`src/rtl/core/thpc_pkg.sv`:
```
// ----------------------------------------------------------------------------
// thpc_pkg
// Shared constants and types for the thermal pixel calibration unpacker.
// ----------------------------------------------------------------------------
`default_nettype none

package thpc_pkg;

   localparam int unsigned HEADER_WORDS = 64;
   localparam int unsigned PIXEL_COUNT  = 768;

   localparam logic [15:0] BROKEN_WORD = 16'h7FFF;

   // header word addresses
   localparam logic [5:0] HDR_OFS_SCALE = 6'd0;
   localparam logic [5:0] HDR_OFS_REF   = 6'd1;
   localparam logic [5:0] HDR_OFS_ROW   = 6'd2;
   localparam logic [5:0] HDR_OFS_COL   = 6'd8;
   localparam logic [5:0] HDR_ALP_ROW   = 6'd18;
   localparam logic [5:0] HDR_ALP_COL   = 6'd24;
   localparam logic [5:0] HDR_ALP_SCALE = 6'd32;
   localparam logic [5:0] HDR_ALP_REF   = 6'd33;
   localparam logic [5:0] HDR_KV_BASE   = 6'd52;
   localparam logic [5:0] HDR_KTA_EVEN  = 6'd54;
   localparam logic [5:0] HDR_KTA_ODD   = 6'd55;
   localparam logic [5:0] HDR_KTA_SCALE = 6'd56;

   localparam int unsigned ROW_WORDS = 6;
   localparam int unsigned COL_WORDS = 8;

   // header fields picked for one pixel
   typedef struct packed {
      logic [15:0] ofs_scale;
      logic [15:0] ofs_ref;
      logic [3:0]  ofs_row_nib;
      logic [3:0]  ofs_col_nib;
      logic [15:0] alp_scale;
      logic [15:0] alp_ref;
      logic [3:0]  alp_row_nib;
      logic [3:0]  alp_col_nib;
      logic [7:0]  kta_base;
      logic [3:0]  kta_shift;
      logic [3:0]  kv_base;
   } hdr_snap_type;

endpackage

`default_nettype wire

```
`src/rtl/core/thpc_hdr.sv`:
```
// ----------------------------------------------------------------------------
// thpc_hdr
// Header word store; presents the fields one pixel needs by row and column.
// ----------------------------------------------------------------------------
`default_nettype none

module thpc_hdr (
   input  wire logic                   clock,
   input  wire logic                   wr_en,
   input  wire logic [5:0]             wr_addr,
   input  wire logic [15:0]            wr_data,
   input  wire logic [4:0]             rd_row,
   input  wire logic [4:0]             rd_col,
   output thpc_pkg::hdr_snap_type      snap
);

   logic [15:0] ofs_scale_ff, ofs_ref_ff, alp_scale_ff, alp_ref_ff;
   logic [15:0] kv_base_ff, kta_even_ff, kta_odd_ff, kta_scale_ff;
   logic [15:0] ofs_row_ff [thpc_pkg::ROW_WORDS];
   logic [15:0] ofs_col_ff [thpc_pkg::COL_WORDS];
   logic [15:0] alp_row_ff [thpc_pkg::ROW_WORDS];
   logic [15:0] alp_col_ff [thpc_pkg::COL_WORDS];

   logic [5:0] ofs_row_off, alp_row_off;
   logic [15:0] kta_word;
   logic [1:0] par;

   function automatic logic [3:0] nib_sel(input logic [15:0] w, input logic [1:0] k);
      logic [3:0] r;
      case (k)
         2'd0: r = w[15:12];
         2'd1: r = w[11:8];
         2'd2: r = w[7:4];
         default: r = w[3:0];
      endcase
      return r;
   endfunction

   assign ofs_row_off = wr_addr - thpc_pkg::HDR_OFS_ROW;
   assign alp_row_off = wr_addr - thpc_pkg::HDR_ALP_ROW;

   always_ff @(posedge clock) begin
      if (wr_en) begin
         if (wr_addr == thpc_pkg::HDR_OFS_SCALE) ofs_scale_ff <= wr_data;
         if (wr_addr == thpc_pkg::HDR_OFS_REF)   ofs_ref_ff   <= wr_data;
         if (wr_addr == thpc_pkg::HDR_ALP_SCALE) alp_scale_ff <= wr_data;
         if (wr_addr == thpc_pkg::HDR_ALP_REF)   alp_ref_ff   <= wr_data;
         if (wr_addr == thpc_pkg::HDR_KV_BASE)   kv_base_ff   <= wr_data;
         if (wr_addr == thpc_pkg::HDR_KTA_EVEN)  kta_even_ff  <= wr_data;
         if (wr_addr == thpc_pkg::HDR_KTA_ODD)   kta_odd_ff   <= wr_data;
         if (wr_addr == thpc_pkg::HDR_KTA_SCALE) kta_scale_ff <= wr_data;
         if (wr_addr >= thpc_pkg::HDR_OFS_ROW &&
             wr_addr <  thpc_pkg::HDR_OFS_ROW + 6'(thpc_pkg::ROW_WORDS)) begin
            ofs_row_ff[ofs_row_off[2:0]] <= wr_data;
         end
         if (wr_addr >= thpc_pkg::HDR_OFS_COL &&
             wr_addr <  thpc_pkg::HDR_OFS_COL + 6'(thpc_pkg::COL_WORDS)) begin
            ofs_col_ff[wr_addr[2:0]] <= wr_data;
         end
         if (wr_addr >= thpc_pkg::HDR_ALP_ROW &&
             wr_addr <  thpc_pkg::HDR_ALP_ROW + 6'(thpc_pkg::ROW_WORDS)) begin
            alp_row_ff[alp_row_off[2:0]] <= wr_data;
         end
         if (wr_addr >= thpc_pkg::HDR_ALP_COL &&
             wr_addr <  thpc_pkg::HDR_ALP_COL + 6'(thpc_pkg::COL_WORDS)) begin
            alp_col_ff[wr_addr[2:0]] <= wr_data;
         end
      end
   end

   assign par      = {rd_row[0], rd_col[0]};
   assign kta_word = rd_row[0] ? kta_odd_ff : kta_even_ff;

   always_comb begin
      snap.ofs_scale   = ofs_scale_ff;
      snap.ofs_ref     = ofs_ref_ff;
      snap.ofs_row_nib = nib_sel(ofs_row_ff[rd_row[4:2]], rd_row[1:0]);
      snap.ofs_col_nib = nib_sel(ofs_col_ff[rd_col[4:2]], rd_col[1:0]);
      snap.alp_scale   = alp_scale_ff;
      snap.alp_ref     = alp_ref_ff;
      snap.alp_row_nib = nib_sel(alp_row_ff[rd_row[4:2]], rd_row[1:0]);
      snap.alp_col_nib = nib_sel(alp_col_ff[rd_col[4:2]], rd_col[1:0]);
      snap.kta_base    = rd_col[0] ? kta_word[7:0] : kta_word[15:8];
      snap.kta_shift   = kta_scale_ff[3:0];
      snap.kv_base     = nib_sel(kv_base_ff, par);
   end

endmodule

`default_nettype wire

```
`src/rtl/core/thermal_pixel_calib_unpack.sv`:
```
// ----------------------------------------------------------------------------
// thermal_pixel_calib_unpack
// Stores calibration header words and unpacks each pixel word into offset,
// alpha, kta, kv and broken/outlier flags.
//
//   channel  dir  handshake              payload
//   req      in   req_valid/req_ready    word_index, ee_word
//   rsp      out  rsp_valid/rsp_ready    pixel_index, offset, alpha, kta, kv,
//                                        broken, outlier
//
// One request per cycle unless the pipeline is full behind a stalled response; a pixel
// result passes four stages (snapshot, shift terms, sums and kta divide, final scale shift).
// Header words are written at accept and give no response.
// Each stage holds while the stage after it is full and stalled; bubbles
// collapse, so requests keep flowing while a response waits.
// Synchronous active-high reset clears the stage valid bits only.
// ----------------------------------------------------------------------------
`default_nettype none

module thermal_pixel_calib_unpack (
   input  wire logic               clock,
   input  wire logic               reset,
   input  wire logic               req_valid,
   output logic                    req_ready,
   input  wire logic [9:0]         req_word_index,
   input  wire logic [15:0]        req_ee_word,
   output logic                    rsp_valid,
   input  wire logic               rsp_ready,
   output logic [9:0]              rsp_pixel_index,
   output logic signed [15:0]      rsp_pixel_offset,
   output logic [15:0]             rsp_pixel_alpha,
   output logic signed [7:0]       rsp_pixel_kta,
   output logic signed [7:0]       rsp_pixel_kv,
   output logic                    rsp_pixel_broken,
   output logic                    rsp_pixel_outlier
);

   localparam logic [9:0] HDR_END = 10'(thpc_pkg::HEADER_WORDS);
   localparam logic [9:0] PIX_END = 10'(thpc_pkg::HEADER_WORDS + thpc_pkg::PIXEL_COUNT);

   logic rdy1, rdy2, rdy3, rdy4;
   logic req_fire, is_hdr, is_pix;
   logic [9:0] pix_in;
   thpc_pkg::hdr_snap_type snap_in;

   // stage 1: captured request and header fields
   logic                   v1_ff;
   logic [9:0]             pix1_ff;
   logic [15:0]            word1_ff;
   thpc_pkg::hdr_snap_type snap1_ff;

   // stage 2: shifted terms
   logic                   v2_ff;
   logic [9:0]             pix2_ff;
   logic [15:0]            ofs_t0_ff, ofs_t1_ff, ofs_t2_ff, ofs_t3_ff;
   logic [3:0]             ofs_sh2_ff;
   logic [21:0]            alp_t0_ff, alp_t1_ff, alp_t2_ff, alp_t3_ff;
   logic [3:0]             alp_sh2_ff;
   logic [23:0]            kta_x2_ff;
   logic [3:0]             kta_sh2_ff;
   logic [7:0]             kv2_ff;
   logic                   brk2_ff, out2_ff;
   logic [15:0]            ofs_t1_in, ofs_t2_in, ofs_t3_in;
   logic [21:0]            alp_t1_in, alp_t2_in, alp_t3_in;
   logic [23:0]            kta_x2_in;
   logic [7:0]             kv2_in;
   logic                   brk2_in;

   // stage 3: sums and kta quotient
   logic                   v3_ff;
   logic [9:0]             pix3_ff;
   logic [15:0]            ofs_sum3_ff;
   logic [3:0]             ofs_sh3_ff;
   logic [21:0]            alp_sum3_ff;
   logic [3:0]             alp_sh3_ff;
   logic [7:0]             kta3_ff, kv3_ff;
   logic                   brk3_ff, out3_ff;
   logic [23:0]            kta_q_in, kta_mask;
   logic [7:0]             kta3_in;

   // stage 4: response register
   logic                   v4_ff;
   logic [9:0]             pix4_ff;
   logic [15:0]            ofs4_ff, alp4_ff;
   logic [7:0]             kta4_ff, kv4_ff;
   logic                   brk4_ff, out4_ff;
   logic signed [21:0]     alp_shr;

   assign rdy4 = !v4_ff || rsp_ready;
   assign rdy3 = !v3_ff || rdy4;
   assign rdy2 = !v2_ff || rdy3;
   assign rdy1 = !v1_ff || rdy2;
   assign req_ready = rdy1;

   assign req_fire = req_valid && req_ready;
   assign is_hdr   = req_word_index < HDR_END;
   assign is_pix   = !is_hdr && req_word_index < PIX_END;
   assign pix_in   = req_word_index - HDR_END;

   thpc_hdr u_hdr (
      .clock   (clock),
      .wr_en   (req_fire && is_hdr),
      .wr_addr (req_word_index[5:0]),
      .wr_data (req_ee_word),
      .rd_row  (pix_in[9:5]),
      .rd_col  (pix_in[4:0]),
      .snap    (snap_in)
   );

   // ---- stage 1
   always_ff @(posedge clock) begin
      if (reset) begin
         v1_ff <= 1'b0;
      end else if (rdy1) begin
         v1_ff <= req_valid && is_pix;
      end
   end

   always_ff @(posedge clock) begin
      if (rdy1) begin
         pix1_ff  <= pix_in;
         word1_ff <= req_ee_word;
         snap1_ff <= snap_in;
      end
   end

   // ---- stage 2
   always_comb begin
      ofs_t1_in = {{12{snap1_ff.ofs_row_nib[3]}}, snap1_ff.ofs_row_nib}
                  << snap1_ff.ofs_scale[11:8];
      ofs_t2_in = {{12{snap1_ff.ofs_col_nib[3]}}, snap1_ff.ofs_col_nib}
                  << snap1_ff.ofs_scale[7:4];
      ofs_t3_in = {{10{word1_ff[15]}}, word1_ff[15:10]} << snap1_ff.ofs_scale[3:0];
      alp_t1_in = {{18{snap1_ff.alp_row_nib[3]}}, snap1_ff.alp_row_nib}
                  << snap1_ff.alp_scale[11:8];
      alp_t2_in = {{18{snap1_ff.alp_col_nib[3]}}, snap1_ff.alp_col_nib}
                  << snap1_ff.alp_scale[7:4];
      alp_t3_in = {18'd0, word1_ff[9:6]} << snap1_ff.alp_scale[3:0];
      kta_x2_in = ({{16{snap1_ff.kta_base[7]}}, snap1_ff.kta_base} << snap1_ff.kta_shift)
                  + {{22{word1_ff[5]}}, word1_ff[5:4]};
      kv2_in    = {{4{snap1_ff.kv_base[3]}}, snap1_ff.kv_base}
                  + {{5{word1_ff[3]}}, word1_ff[3:1]};
      brk2_in   = word1_ff == thpc_pkg::BROKEN_WORD;
   end

   always_ff @(posedge clock) begin
      if (reset) begin
         v2_ff <= 1'b0;
      end else if (rdy2) begin
         v2_ff <= v1_ff;
      end
   end

   always_ff @(posedge clock) begin
      if (rdy2) begin
         pix2_ff    <= pix1_ff;
         ofs_t0_ff  <= snap1_ff.ofs_ref;
         ofs_t1_ff  <= ofs_t1_in;
         ofs_t2_ff  <= ofs_t2_in;
         ofs_t3_ff  <= ofs_t3_in;
         ofs_sh2_ff <= snap1_ff.ofs_scale[15:12];
         alp_t0_ff  <= {6'd0, snap1_ff.alp_ref};
         alp_t1_ff  <= alp_t1_in;
         alp_t2_ff  <= alp_t2_in;
         alp_t3_ff  <= alp_t3_in;
         alp_sh2_ff <= snap1_ff.alp_scale[15:12];
         kta_x2_ff  <= kta_x2_in;
         kta_sh2_ff <= snap1_ff.kta_shift;
         kv2_ff     <= kv2_in;
         brk2_ff    <= brk2_in;
         out2_ff    <= !brk2_in && word1_ff[0];
      end
   end

   // ---- stage 3: kta divide truncates toward zero
   always_comb begin
      kta_mask = ~(24'hFF_FFFF << kta_sh2_ff);
      kta_q_in = 24'($signed(kta_x2_ff) >>> kta_sh2_ff);
      if (kta_x2_ff[23] && (kta_x2_ff & kta_mask) != 24'd0) begin
         kta_q_in = kta_q_in + 24'd1;
      end
      kta3_in = kta_q_in[7:0];
   end

   always_ff @(posedge clock) begin
      if (reset) begin
         v3_ff <= 1'b0;
      end else if (rdy3) begin
         v3_ff <= v2_ff;
      end
   end

   always_ff @(posedge clock) begin
      if (rdy3) begin
         pix3_ff     <= pix2_ff;
         ofs_sum3_ff <= ofs_t0_ff + ofs_t1_ff + ofs_t2_ff + ofs_t3_ff;
         ofs_sh3_ff  <= ofs_sh2_ff;
         alp_sum3_ff <= alp_t0_ff + alp_t1_ff + alp_t2_ff + alp_t3_ff;
         alp_sh3_ff  <= alp_sh2_ff;
         kta3_ff     <= kta3_in;
         kv3_ff      <= kv2_ff;
         brk3_ff     <= brk2_ff;
         out3_ff     <= out2_ff;
      end
   end

   // ---- stage 4
   assign alp_shr = $signed(alp_sum3_ff) >>> alp_sh3_ff;

   always_ff @(posedge clock) begin
      if (reset) begin
         v4_ff <= 1'b0;
      end else if (rdy4) begin
         v4_ff <= v3_ff;
      end
   end

   always_ff @(posedge clock) begin
      if (rdy4) begin
         pix4_ff <= pix3_ff;
         ofs4_ff <= ofs_sum3_ff << ofs_sh3_ff;
         alp4_ff <= alp_shr[15:0];
         kta4_ff <= kta3_ff;
         kv4_ff  <= kv3_ff;
         brk4_ff <= brk3_ff;
         out4_ff <= out3_ff;
      end
   end

   assign rsp_valid         = v4_ff;
   assign rsp_pixel_index   = pix4_ff;
   assign rsp_pixel_offset  = ofs4_ff;
   assign rsp_pixel_alpha   = alp4_ff;
   assign rsp_pixel_kta     = kta4_ff;
   assign rsp_pixel_kv      = kv4_ff;
   assign rsp_pixel_broken  = brk4_ff;
   assign rsp_pixel_outlier = out4_ff;

endmodule

`default_nettype wire

```
`config.mk`:
```
export PLATFORM = sky130hd
export DESIGN_NAME = thermal_pixel_calib_unpack
export DESIGN_NICKNAME = d
export VERILOG_FILES = /design/src/rtl/core/thpc_pkg.sv /design/src/rtl/core/thpc_hdr.sv /design/src/rtl/core/thermal_pixel_calib_unpack.sv
export SDC_FILE = /design/constraint.sdc
export NUM_CORES = 1
export LEC_CHECK = 0
export ABC_AREA = 1
export BUFFER_PORTS_ARGS = -buffer_cell sky130_fd_sc_hd__buf_2
export CAP_MARGIN = 5
export CORE_MARGIN = 5
export CORE_UTILIZATION = 45
export CTS_CLUSTER_DIAMETER = 50
export DETAILED_ROUTE_END_ITERATION = 8
export PLACE_DENSITY = 0.56
export SLEW_MARGIN = 40
export SYNTH_ARGS = -nofsm -noshare
export SYNTH_HDL_FRONTEND = slang
export SYNTH_SLANG_ARGS = --single-unit
```
`constraint.sdc`:
```
create_clock -name clock -period 13.7 [get_ports clock]
set_clock_uncertainty 0.15 [all_clocks]
set_input_delay 2.055 -clock clock [delete_from_list [all_inputs] [get_ports clock]]
set_output_delay 2.055 -clock clock [all_outputs]
set_load 0.03 [all_outputs]
```
==> results.txt <==
The share of total power consumed by net switching is 24.0%. In the final routed layout, each cell accounts on average for ~20 um. The worst setup path is captured at a primary output.

The number of nets with antenna violations after routing came out at 0. The Yosys warning count is 0. The switching power came out at 1750 uW. The number of enable-type register cells in the synthesized netlist is 1004. Setup repair after global routing left no endpoint under its margin.

The clock-pin slew reported for the worst setup and hold paths after clock tree synthesis came out at 0.06 ns. Dividing the detail-routed via count by the number of cells gives 5.34. The first TritonRoute pass finished after 6 iterations. At the end of the flow the core is filled with cells to between 50% and 60%. The residual overflow from global routing came out at 0.

The final cell area excluding filler cells is ~50000 sq um. Relative to the synthesized area, the layout overhead comes to 13.0%. Once the clock tree was built, the setup fixing pass inserted 0 buffers.

Synthesis handed over a netlist of 3705 instances. In this run, the number of DRC markers left after iteration 0 of detailed routing was 2430. The setup path with the least slack is of type in2out. The mean cell area of the mapped netlist is 12.0 sq um.

The core footprint is 98300 sq um. The tree built by TritonCTS fans out to 1008 sinks. In this run the power density over the cells is 144 nW/um^2. Summing every instance area after synthesis gives 44600 sq um. The standby leakage power came out at about 0.019 uW. The largest total area in the synthesized netlist belongs to edfxtp_1. The first-pass GRT wire length is 163000 um.

The number of I/O port buffers is 91. The clock network fraction of design power is approximately two fifths. The maximum number of pins on one net before global-route repair is about 110. Sorting the synthesized cells by area gives the leading types as edfxtp_1, nand2_1, o21ai_0. Leaving out filler cells and counting taps, the final layout contains 5207.

The distinct cell type count after synthesis is 51. The die span in x is 325 um. Headroom to the max-slew limit came out at 43.4%.

The via count is between 20000 and 30000. The destination of the worst hold path is alp_sh2_ff[0]. The combinational power share is a little under a tenth.

In this run, placement finished with an instance count of 4988. The top cell types in the final layout, fill and taps aside, are edfxtp_1, nand2_1, nor2_1, o21ai_0, nand3_1. The worst supply voltage drop on vdd came out at 99.5 uV. Counting flops and latches in the post-synthesis netlist gives approximately 1000. The total setup violations reported at the end of the flow came out at 0. The data required time at the worst endpoint came out at 11.49 ns.

The flow ran to the end, and the final reports show no timing, DRC or antenna violations. The floorplan has 115 rows. The number of antenna violations at the first check in global routing is 6. The via count of the first global-routing pass was roughly 27000. The fraction of registers with async set or reset after synthesis is 0%.

The capturing point of the worst reg2reg path is u_hdr.ofs_row_ff[1][4]. The die extent in y is 325 um. The final total negative setup slack is 0 ns. The overall routing resource usage is 19.8%. The total clock buffers created by CTS is 114.

The floorplan step defined a die boundary enclosing 105000 sq um. Of the synthesized area, sequential elements account for around 68%. The pin slew with the least headroom to its limit came out at between 0.8 and 0.9 ns. The critical-path maximum fanout is 73. The final RePlAce weighted congestion came out at 0.894. The setup check on the worst reg-to-reg path leaves a slack of 8.79 ns. In the finished design, the share of the clock period the worst path needs comes to 52.6%. The count of maximum capacitance violations is 0. The number of gates resized after CTS was 0. The share of power burned in registers came out at around half. Derived from the worst setup path, the maximum achievable clock frequency is between 0.1 and 0.15 GHz. Once placement finished, the instance area stood at 46500 sq um. The later-pin clock latency in the skew report came out at 0.68 ns. The placed wire-length estimate came out at 67300 um. The remaining design rule violation count is 0. The post-synth net total is 3873. The total detailed-routing wirelength came out at between 100000 and 150000 um. The CTS H-tree depth is 3.

In this run the clock root is driven by a clkbuf_16. The startpoint identified for the worst register-to-register timing path is rsp_valid. The cell depth of the worst min-delay path came out at 0. The most common library cell in the layout ignoring fill and taps is edfxtp_1. The hold buffer count at cts is 0. The initial core utilization is around 45%. The tightest min-delay check is of the reg2reg type. The internal power came out at 5530 uW. Of the post-synthesis cell area, the dominant cell type holds 67.7%. For the worst setup path, the data arrival time is 5.01 ns.

TritonCTS built the clock tree. The minimum period implied by the final worst setup slack came out at 7.21 ns. The startpoint of the tightest hold check path is snap1_ff[52].

In the synthesized netlist the dominant register cell turns out to be edfxtp_1. The number of cells on the worst reg-to-reg path is 13. The worst setup path is launched from an input port. The I/O pin count is 92.

The number of slew-limit violations in the final report came out at 0. The clock tree buffer depth is 3. The fill cell total of the finished layout came out at 8592.

The number of endpoints with negative hold slack in the final report is 0. The share of final-layout standard cells stronger than drive strength 1 is 9.75%. At the end of the flow, the number of nets in the layout was 3985.
## metrics by stage
stage / total power [uW] / setup WS (ns) / hold slack [ns]
6_report: 7280 / 6.49 / 0.254
5_1_grt: 7590 / 6.26 / 0.260
4_1_cts: 7350 / 6.32 / 0.255
3_5_place_dp: 4300 / 6.32 / 0.255
3_3_place_gp: 4300 / 6.31 / 0.251
2_1_floorplan: 4060 / 4.46 / 0.250
## cell usage after synthesis (10+ instances only)
master / n
xor2_1: 45
o211ai_1: 38
nor3_1: 33
nand4_1: 39
nand3b_1: 17
nand2_1: 574
a21oi_1: 103
clkbuf_1: 102
edfxtp_1: 1004
buf_2: 29
inv_1: 255
buf_1: 10
mux2i_1: 22
o21ai_0: 358
or2_2: 14
nor2_1: 423
fa_1: 68
o2111ai_1: 50
a22oi_1: 14
ha_1: 70
xnor2_1: 19
nand3_1: 302
a31oi_1: 19
inv_2: 10
## layer usage
layer	track usage, %	vias to the layer above	wire, um
met1	28.9	13400	48000
met5	0	-	0
met4	4.53	0	1950
met3	3.12	146	6250
met2	31.6	777	49000
li1	-	13500	-
## how the worst max path moves through the flow
stage	startpoint	endpoint	slack, ns	depth (start not counted)
3_3_place_gp	rsp_ready	req_ready	6.31	9
3_5_place_dp	rsp_ready	req_ready	6.32	9
2_1_floorplan	rsp_ready	u_hdr.alp_scale_ff[0]	4.46	10
6_report	rsp_ready	req_ready	6.49	9
5_1_grt	rsp_ready	req_ready	6.26	9
4_1_cts	rsp_ready	req_ready	6.32	9
## critical path, cell delays in order
cell	delay (ns)
buf_2	0.10
nor2_1	0.42
clkinv_2	0.10
buf_4	0.33
nor2_1	0.33
inv_6	0.24
nor2_1	0.60
nand2_8	0.47
buf_2	0.33
## final cells by class
| class | instances | area (sq um) | share of cell area, % |
|---|---|---|---|
| diodes | 3 | 7.51 | 0.0149 |
| clock buffers | 133 | 2970 | 5.89 |
| clock inverters | 83 | 847 | 1.68 |
| inverters | 272 | 1040 | 2.07 |
| multi-input cells | 2271 | 12700 | 25.2 |
| flip-flops and latches | 1008 | 30200 | 60.0 |
| well taps | 1287 | 1610 | 3.20 |
| repair buffers | 150 | 976 | 1.94 |
## power by group through the flow
stage | sequential (uW) | clock, uW | combinational [uW]
6_report | 3570 | 3040 | 665
5_1_grt | 3580 | 3260 | 748
4_1_cts | 3570 | 3100 | 670
3_5_place_dp | 3640 | 0 | 666
3_3_place_gp | 3640 | 0 | 661
2_1_floorplan | 3650 | 0 | 407
## cells by family (layout without fill, tap and decap cells)
logic type,after synthesis,in the layout,share of synthesized area [%]
simple gates,1425,1425,13.6
flops,1008,1008,67.8
compound gates,622,622,7.99
buf+inv,426,638,3.84
fa+ha+maj,138,138,5.02
xor+xnor,64,64,1.26
mux,22,22,0.494
other cells,0,3,0
## flip-flops by register name, indices dropped and copies added (netlist names), 19 cells and up
register / count
kta_x2_ff: 24
alp_t1_ff: 19
snap1_ff: 96
u_hdr.ofs_col_ff: 128
alp_sum3_ff: 22
alp_t2_ff: 19
u_hdr.ofs_row_ff: 96
u_hdr.alp_row_ff: 96
alp_t3_ff: 19
u_hdr.alp_col_ff: 128
Note: power is estimated with default switching activity, not from simulation.
